==> config.mk <==
export PLATFORM = sky130hd
export DESIGN_NAME = fast12_score_flat
export DESIGN_NICKNAME = d
export VERILOG_FILES = /design/src/fast12_pkg.sv /design/src/fast12_if.sv /design/src/fast12_score.sv /design/src/flat_wrapper.sv
export SDC_FILE = /design/constraint.sdc
export NUM_CORES = 1
export LEC_CHECK = 0
export ABC_AREA = 1
export BUFFER_PORTS_ARGS = -buffer_cell sky130_fd_sc_hd__buf_2
export CAP_MARGIN = 40
export CORE_ASPECT_RATIO = 0.7
export CORE_MARGIN = 2
export CORE_UTILIZATION = 29
export CTS_CLUSTER_SIZE = 30
export DETAILED_ROUTE_END_ITERATION = 16
export GPL_ROUTABILITY_DRIVEN = 0
export SYNTH_ARGS = -nofsm -noshare
export SYNTH_HDL_FRONTEND = slang
export SYNTH_SLANG_ARGS = --single-unit
export TNS_END_PERCENT = 20
==> constraint.sdc <==
create_clock -name clk -period 11.43 [get_ports clk]
set_input_delay 1.143 -clock clk [delete_from_list [all_inputs] [get_ports clk]]
set_output_delay 1.143 -clock clk [all_outputs]
set_load 0.02 [all_outputs]
==> src/fast12_pkg.sv <==
// Shared constants, types and ring geometry for the FAST-12 corner detector.
package fast12_pkg;

  localparam int PIX_W      = 8;
  localparam int COL_W      = 10;
  localparam int ROW_W      = 12;
  localparam int WIDTH_W    = 11;
  localparam int HEIGHT_W   = 13;
  localparam int MAX_WIDTH  = 1024;
  localparam int MAX_HEIGHT = 4096;
  localparam int MIN_SIZE   = 16;
  localparam int LINES      = 6;
  localparam int WIN        = 7;
  localparam int RADIUS     = 3;
  localparam int BORDER     = 5;
  localparam int ARC_MIN    = 12;
  localparam int RING_N     = 16;
  localparam int CFG_IDX_W  = 2;
  localparam int CFG_DATA_W = 13;

  // Register indexes on the configuration channel
  localparam logic [CFG_IDX_W-1:0] CFG_THRESHOLD    = 2'd0;
  localparam logic [CFG_IDX_W-1:0] CFG_IMAGE_WIDTH  = 2'd1;
  localparam logic [CFG_IDX_W-1:0] CFG_IMAGE_HEIGHT = 2'd2;

  localparam logic [PIX_W-1:0]    THRESHOLD_RST = 8'd20;
  localparam logic [WIDTH_W-1:0]  WIDTH_RST     = 11'd640;
  localparam logic [HEIGHT_W-1:0] HEIGHT_RST    = 13'd480;

  // Window position of each of the 16 circle pixels, clockwise from the top
  localparam logic [2:0] RING_ROW [RING_N] =
    '{3'd0, 3'd0, 3'd1, 3'd2, 3'd3, 3'd4, 3'd5, 3'd6,
      3'd6, 3'd6, 3'd5, 3'd4, 3'd3, 3'd2, 3'd1, 3'd0};
  localparam logic [2:0] RING_COL [RING_N] =
    '{3'd3, 3'd4, 3'd5, 3'd6, 3'd6, 3'd6, 3'd5, 3'd4,
      3'd3, 3'd2, 3'd1, 3'd0, 3'd0, 3'd0, 3'd1, 3'd2};

  // Compass pixels are ring entries at north, east, south and west
  localparam int RING_N_IDX = 0;
  localparam int RING_E_IDX = 4;
  localparam int RING_S_IDX = 8;
  localparam int RING_W_IDX = 12;

  // 7x7 neighborhood, indexed [row][column], column WIN-1 is the newest
  typedef logic [WIN-1:0][WIN-1:0][PIX_W-1:0] win_t;

  // Centre bookkeeping travelling with the window to the test stage
  typedef struct packed {
    logic             valid;
    logic             in_border;
    logic [COL_W-1:0] cx;
    logic [ROW_W-1:0] cy;
  } meta_t;

endpackage

==> src/fast12_if.sv <==


interface fast12_res_if;
  logic        valid;
  logic        ready;
  logic        corner;
  logic [9:0]  center_col;
  logic [11:0] center_row;
  modport source (output valid, corner, center_col, center_row, input ready);
  modport sink   (input valid, corner, center_col, center_row, output ready);
endinterface


==> src/fast12_score.sv <==
// Segment test on the window and the result output register.
module fast12_score import fast12_pkg::*; (
  input  logic             clk,
  input  logic             rst,
  input  win_t             window,
  input  meta_t            meta,
  input  logic [PIX_W-1:0] threshold,
  output logic             adv,
  fast12_res_if.source     res
);

  logic [PIX_W-1:0]        center;
  logic [PIX_W-1:0]        p;
  logic [RING_N-1:0]       dark;
  logic [RING_N-1:0]       bright;
  logic [2*RING_N-1:0]     dark2;
  logic [2*RING_N-1:0]     bright2;
  logic [2:0]              cnt_dark;
  logic [2:0]              cnt_bright;
  logic                    arc_dark;
  logic                    arc_bright;
  logic                    corner;

  assign adv    = !res.valid || res.ready;
  assign center = window[RADIUS][RADIUS];

  // Classify every circle pixel against centre plus or minus threshold
  always_comb begin
    p = '0;
    for (int i = 0; i < RING_N; i++) begin
      p         = window[RING_ROW[i]][RING_COL[i]];
      dark[i]   = {1'b0, center} > ({1'b0, p} + {1'b0, threshold});
      bright[i] = {1'b0, p} > ({1'b0, center} + {1'b0, threshold});
    end
  end

  // Pre-test: three of the four compass pixels on one side
  assign cnt_dark   = 3'(dark[RING_N_IDX]) + 3'(dark[RING_E_IDX]) +
                      3'(dark[RING_S_IDX]) + 3'(dark[RING_W_IDX]);
  assign cnt_bright = 3'(bright[RING_N_IDX]) + 3'(bright[RING_E_IDX]) +
                      3'(bright[RING_S_IDX]) + 3'(bright[RING_W_IDX]);

  // Circular arc: any run of ARC_MIN set bits in the ring, wrapping around
  assign dark2   = {dark, dark};
  assign bright2 = {bright, bright};

  always_comb begin
    arc_dark   = 1'b0;
    arc_bright = 1'b0;
    for (int s = 0; s < RING_N; s++) begin
      arc_dark   = arc_dark   | (&dark2[s +: ARC_MIN]);
      arc_bright = arc_bright | (&bright2[s +: ARC_MIN]);
    end
  end

  assign corner = meta.in_border && ((cnt_dark >= 3'd3) || (cnt_bright >= 3'd3)) &&
                  (arc_dark || arc_bright);

  // Output register, loaded whenever the slot is free or being drained
  always_ff @(posedge clk) begin
    if (rst) begin
      res.valid <= 1'b0;
    end else if (adv) begin
      res.valid <= meta.valid;
    end
  end

  always_ff @(posedge clk) begin
    if (adv && meta.valid) begin
      res.corner     <= corner;
      res.center_col <= meta.cx;
      res.center_row <= meta.cy;
    end
  end

endmodule

==> src/flat_wrapper.sv <==
// flat-port wrapper written by rule: the top's interface ports become plain ports
module fast12_score_flat import fast12_pkg::*;
  (clk, rst, window, meta, threshold, adv, res_valid, res_corner, res_center_col, res_center_row, res_ready);
  fast12_res_if res_i ();
  input  logic clk;
  input  logic rst;
  input  win_t window;
  input  meta_t meta;
  input  logic [PIX_W-1:0] threshold;
  output logic adv;
  output wire logic [$bits(res_i.valid)-1:0] res_valid;
  output wire logic [$bits(res_i.corner)-1:0] res_corner;
  output wire logic [$bits(res_i.center_col)-1:0] res_center_col;
  output wire logic [$bits(res_i.center_row)-1:0] res_center_row;
  input wire logic [$bits(res_i.ready)-1:0] res_ready;
  assign res_valid = res_i.valid;
  assign res_corner = res_i.corner;
  assign res_center_col = res_i.center_col;
  assign res_center_row = res_i.center_row;
  assign res_i.ready = res_ready;
  fast12_score u_core (.clk(clk), .rst(rst), .window(window), .meta(meta), .threshold(threshold), .adv(adv), .res(res_i));
endmodule
==> impl_metrics.xml <==
<?xml version="1.0" encoding="UTF-8"?>
<metrics>
  <group name="synthesis">
    <metric name="synth_simple_gate_area_share" unit="">0.243</metric>
    <metric name="synth_common_cells" unit="">sky130_fd_sc_hd__nand2_1 (391), sky130_fd_sc_hd__ha_1 (381), sky130_fd_sc_hd__inv_1 (290)</metric>
    <metric name="number_of_flops_mapped_to_enable_cells_by_yosys" unit="">23</metric>
    <metric name="area_share_of_the_largest_cell_type_after_synthesis" unit="">0.385</metric>
    <metric name="yosysTopAreaCell" unit="">sky130_fd_sc_hd__ha_1</metric>
    <metric name="post_synth_xor_area_fraction" unit="">0.0707</metric>
    <metric name="synth-compound-area-share" unit="">0.124</metric>
    <metric name="synth_top_family_by_area" unit="">adder cells</metric>
    <metric name="post_synth_mux_area_share" unit="">0</metric>
    <metric name="synth_most_common_cell" unit="">sky130_fd_sc_hd__nand2_1</metric>
    <metric name="synthesis.area" unit="sq um">12400</metric>
    <metric name="yosysWarnings" unit="">0</metric>
    <metric name="synth_async_sr_flop_share" unit="">0</metric>
    <metric name="synthCells" unit="">1777</metric>
    <metric name="post_synth_num_cell_types" unit="">40</metric>
    <metric name="synth.top_cells.by_area" unit="">sky130_fd_sc_hd__ha_1 (38%), sky130_fd_sc_hd__nand2_1 (12%), sky130_fd_sc_hd__inv_1 (8.8%)</metric>
    <metric name="synthesized_area_fraction_occupied_by_adder_cells" unit="">0.415</metric>
    <metric name="synth-seq-area-share" unit="">0.0574</metric>
    <metric name="synth_seq_cells" unit="">24</metric>
    <metric name="synth.net_count" unit="">2604</metric>
    <metric name="syn_area_per_cell" unit="sq um">6.97</metric>
    <metric name="ys.flop_type" unit="">sky130_fd_sc_hd__edfxtp_1</metric>
  </group>
  <group name="sta">
    <metric name="timing.fmax" unit="MHz">166</metric>
    <metric name="worst_slew_pin_slew" unit="ns">0.706</metric>
    <metric name="relative_slew_margins" unit="">0.528</metric>
    <metric name="timing.final.hold_violations" unit="">0</metric>
    <metric name="setup_ws" unit="ns">5.40</metric>
    <metric name="timing_max_transition_violations_final" unit="">0</metric>
    <metric name="period_needed" unit="ns">6.03</metric>
    <metric name="fin_crit_sh" unit="">0.528</metric>
    <metric name="endpoints_failing_setup" unit="">0</metric>
    <metric name="hold_slack" unit="ns">0.519</metric>
    <metric name="setup_tns" unit="ns">0</metric>
    <metric name="final.setup_skew" unit="ns">0.00208</metric>
    <metric name="rsz0062_at_grt" unit="">false</metric>
  </group>
  <group name="place">
    <metric name="io_buffers" unit="">195</metric>
    <metric name="dp_slack" unit="ns">5.19</metric>
    <metric name="place.detailed.hpwl" unit="um">35500</metric>
    <metric name="placed_area" unit="sq um">14300</metric>
  </group>
  <group name="detailed_routing">
    <metric name="routed-via-count" unit="">12800</metric>
    <metric name="routed_via_density" unit="">5.02</metric>
    <metric name="post_detailed_routing_wire_length" unit="um">45100</metric>
    <metric name="postRouteAntennaNets" unit="">0</metric>
    <metric name="drt_drc_violations_left" unit="">0</metric>
    <metric name="wire_per_inst" unit="um">17.6</metric>
    <metric name="dr_iter_0_viols" unit="">959</metric>
    <metric name="drt_pre_antenna_iters" unit="">5</metric>
  </group>
  <group name="clocking">
    <metric name="clock_tree_from_tritoncts" unit="">yes</metric>
    <metric name="hold_buffers" unit="">0</metric>
    <metric name="htree_num_levels" unit="">1</metric>
    <metric name="post_cts.repair.setup_buffers" unit="">0</metric>
    <metric name="cts_max_path_buffers" unit="">2</metric>
    <metric name="clkTransAtPathRegs" unit="ns">0.06</metric>
    <metric name="cts_root_buf" unit="">sky130_fd_sc_hd__clkbuf_16</metric>
    <metric name="post_cts_resize_count" unit="">0</metric>
    <metric name="numClockSinks" unit="">24</metric>
    <metric name="worst_skew_pair.late_latency" unit="ns">0.25</metric>
    <metric name="cts_buffers" unit="">3</metric>
  </group>
  <group name="global_routing">
    <metric name="grt_use_total" unit="">0.199</metric>
    <metric name="grt_pass1_vias" unit="">12300</metric>
    <metric name="grt_first_pass_wirelength" unit="um">68200</metric>
    <metric name="pin_count_of_the_biggest_net_entering_global_routing" unit="">21</metric>
    <metric name="globalRoute.totalOverflow" unit="">0</metric>
    <metric name="antenna_found_initial" unit="">2</metric>
  </group>
  <group name="critical_path">
    <metric name="critical_path.top_delay_family" unit="">adder cells</metric>
    <metric name="critical_path.endpoint" unit="">u_core.res.corner$_DFFE_PP_</metric>
    <metric name="worst-endpoint-arrival" unit="ns">6.01</metric>
    <metric name="worst-r2r-cell-count" unit="">2</metric>
    <metric name="crit_path_start_kind" unit="">input port</metric>
    <metric name="worstReg2RegEnd" unit="">u_core.res.center_col[3]$_DFFE_PP_</metric>
    <metric name="r2r-start" unit="">u_core.res.valid$_SDFFE_PP0N_</metric>
    <metric name="slack_of_the_worst_reg_to_reg_path" unit="ns">10.17</metric>
    <metric name="cp_num_buf_inv" unit="">7</metric>
    <metric name="critical_path.max_fanout" unit="">17</metric>
    <metric name="worst-endpoint-required" unit="ns">11.42</metric>
    <metric name="setup.worst_path.end_class" unit="">flip-flop</metric>
    <metric name="critPathLaunch" unit="">threshold[2]</metric>
    <metric name="cpPeakStageDelay" unit="ns">0.38</metric>
    <metric name="critical_path_slowest_stage_cell" unit="">sky130_fd_sc_hd__ha_1</metric>
    <metric name="worstSetupPathDepth" unit="">27</metric>
    <metric name="criticalPathCategory" unit="">in -&gt; reg</metric>
  </group>
  <group name="finish">
    <metric name="fillers" unit="">4519</metric>
    <metric name="area_overhead_of_the_layout_relative_to_synthesis" unit="%">16.0</metric>
    <metric name="utilization_after_layout" unit="">0.340</metric>
    <metric name="layout.nets" unit="">2830</metric>
    <metric name="postLayoutCellArea" unit="sq um">14400</metric>
    <metric name="drive_above_1_share" unit="">0.125</metric>
  </group>
  <group name="min_path">
    <metric name="hold_depth" unit="">2</metric>
    <metric name="hp_class" unit="">reg -&gt; reg</metric>
  </group>
  <group name="outcome">
    <metric name="status" unit="">finished clean</metric>
  </group>
  <group name="power">
    <metric name="power.ir.vdd_worst" unit="mV">0.0475</metric>
    <metric name="pwr_density_cell" unit="nW/um^2">79.4</metric>
    <metric name="cellLeakagePower" unit="uW">0.00824</metric>
  </group>
  <group name="floorplan">
    <metric name="floorplan.initialDensity" unit="">0.293</metric>
    <metric name="horiz_die_dim" unit="um">251</metric>
    <metric name="coreArea" unit="sq um">42300</metric>
    <metric name="die_area" unit="sq um">44400</metric>
    <metric name="ios" unit="">452</metric>
    <metric name="die_height" unit="um">177</metric>
    <metric name="rows" unit="">63</metric>
  </group>
  <group name="run">
    <metric name="max_cap_viol_count" unit="">0</metric>
  </group>
</metrics>
-- metal layers --
metal / vias up / global-route usage / routed length (um)
li1: 6477 / - / -
met1: 5870 / 0.292 / 22300
met2: 434 / 0.317 / 18800
met3: 44 / 0.0184 / 3230
met4: 0 / 0.0342 / 747
met5: - / 0 / 0
-- through the flow --
| step | power [uW] | cells |
|---|---|---|
| after global placement | 1010 | 2549 |
| final | 1140 | 2557 |
| after CTS | 1130 | 2554 |
| after detailed placement | 1050 | 2550 |
| after floorplan | 758 | 1777 |
| after global routing | 1290 | 2556 |
-- power breakdown --
| group | switching [uW] | internal, uW | total (uW) |
|---|---|---|---|
| logic | 594 | 368 | 962 |
| clock network | 27.9 | 47.6 | 75.4 |
| registers | 1.28 | 102 | 104 |
| total | 623 | 518 | 1140 |
-- tightest hold or removal path: cells and delay by family (launching register included) --
| family | cells | cell delay [ns] |
|---|---|---|
| flops | 1 | 0.33 |
| compound gates | 1 | 0.06 |
| simple gates | 1 | 0.09 |
-- sequential cells by signal, summed over array words and instances, names as in the netlist --
signal                 cells
u_core.res.center_col     10
u_core.res.center_row     12
u_core.res.corner          1
u_core.res.valid           1
-- kinds of logic after synthesis --
family	count (synthesis)
AND/OR/NAND/NOR	701
flip-flops	24
XOR/XNOR	100
AO/OA/AOI/OAI	258
adder cells (fa/ha/maj)	400
buffers and inverters	294
-- cell usage in the layout (no fill, tap or decap), types with 5 or more instances in the layout --
cell type / Yosys / routed
sky130_fd_sc_hd__xnor2_1: 40 / 39
sky130_fd_sc_hd__nand2_2: 9 / 9
sky130_fd_sc_hd__nor3_1: 12 / 12
sky130_fd_sc_hd__o211a_1: 5 / 5
sky130_fd_sc_hd__nand3_1: 125 / 125
sky130_fd_sc_hd__fa_1: 19 / 19
sky130_fd_sc_hd__edfxtp_1: 23 / 23
sky130_fd_sc_hd__nand2_1: 391 / 391
sky130_fd_sc_hd__nand3b_1: 5 / 5
sky130_fd_sc_hd__o21bai_1: 34 / 34
sky130_fd_sc_hd__buf_4: 1 / 27
sky130_fd_sc_hd__a21oi_1: 130 / 129
sky130_fd_sc_hd__a31oi_1: 12 / 12
sky130_fd_sc_hd__inv_1: 290 / 290
sky130_fd_sc_hd__o21ai_1: 6 / 6
sky130_fd_sc_hd__nor2_1: 99 / 99
sky130_fd_sc_hd__o211ai_1: 12 / 12
sky130_fd_sc_hd__xor2_1: 60 / 57
sky130_fd_sc_hd__buf_2: 0 / 195
sky130_fd_sc_hd__ha_1: 381 / 381
sky130_fd_sc_hd__o21ai_0: 31 / 31
sky130_fd_sc_hd__nand4_1: 48 / 48
sky130_fd_sc_hd__a21o_1: 17 / 17
-- layout make-up --
class	count	area, sq um	share of cell area
Antenna cell	3	7.51	0.000522
Clock buffer	4	78.8	0.00548
Inverter	292	1100	0.0763
Multi-Input combinational cell	1459	10600	0.737
Sequential cell	24	711	0.0494
Tap cell	552	691	0.0481
Timing Repair Buffer	223	1190	0.0828
-- how the worst min path moves through the flow --
| stage | slack [ns] | from | to |
|---|---|---|---|
| after global routing | 0.57 | u_core.res.valid$_SDFFE_PP0N_ | u_core.res.valid$_SDFFE_PP0N_ |
| after CTS | 0.52 | u_core.res.valid$_SDFFE_PP0N_ | u_core.res.valid$_SDFFE_PP0N_ |
| after detailed placement | 0.51 | u_core.res.valid$_SDFFE_PP0N_ | u_core.res.valid$_SDFFE_PP0N_ |
| after global placement | 0.49 | u_core.res.valid$_SDFFE_PP0N_ | u_core.res.valid$_SDFFE_PP0N_ |
| final | 0.52 | u_core.res.valid$_SDFFE_PP0N_ | u_core.res.valid$_SDFFE_PP0N_ |
| after floorplan | 0.71 | u_core.res.valid$_SDFFE_PP0N_ | u_core.res.valid$_SDFFE_PP0N_ |
(Power assumes the default switching activity.)
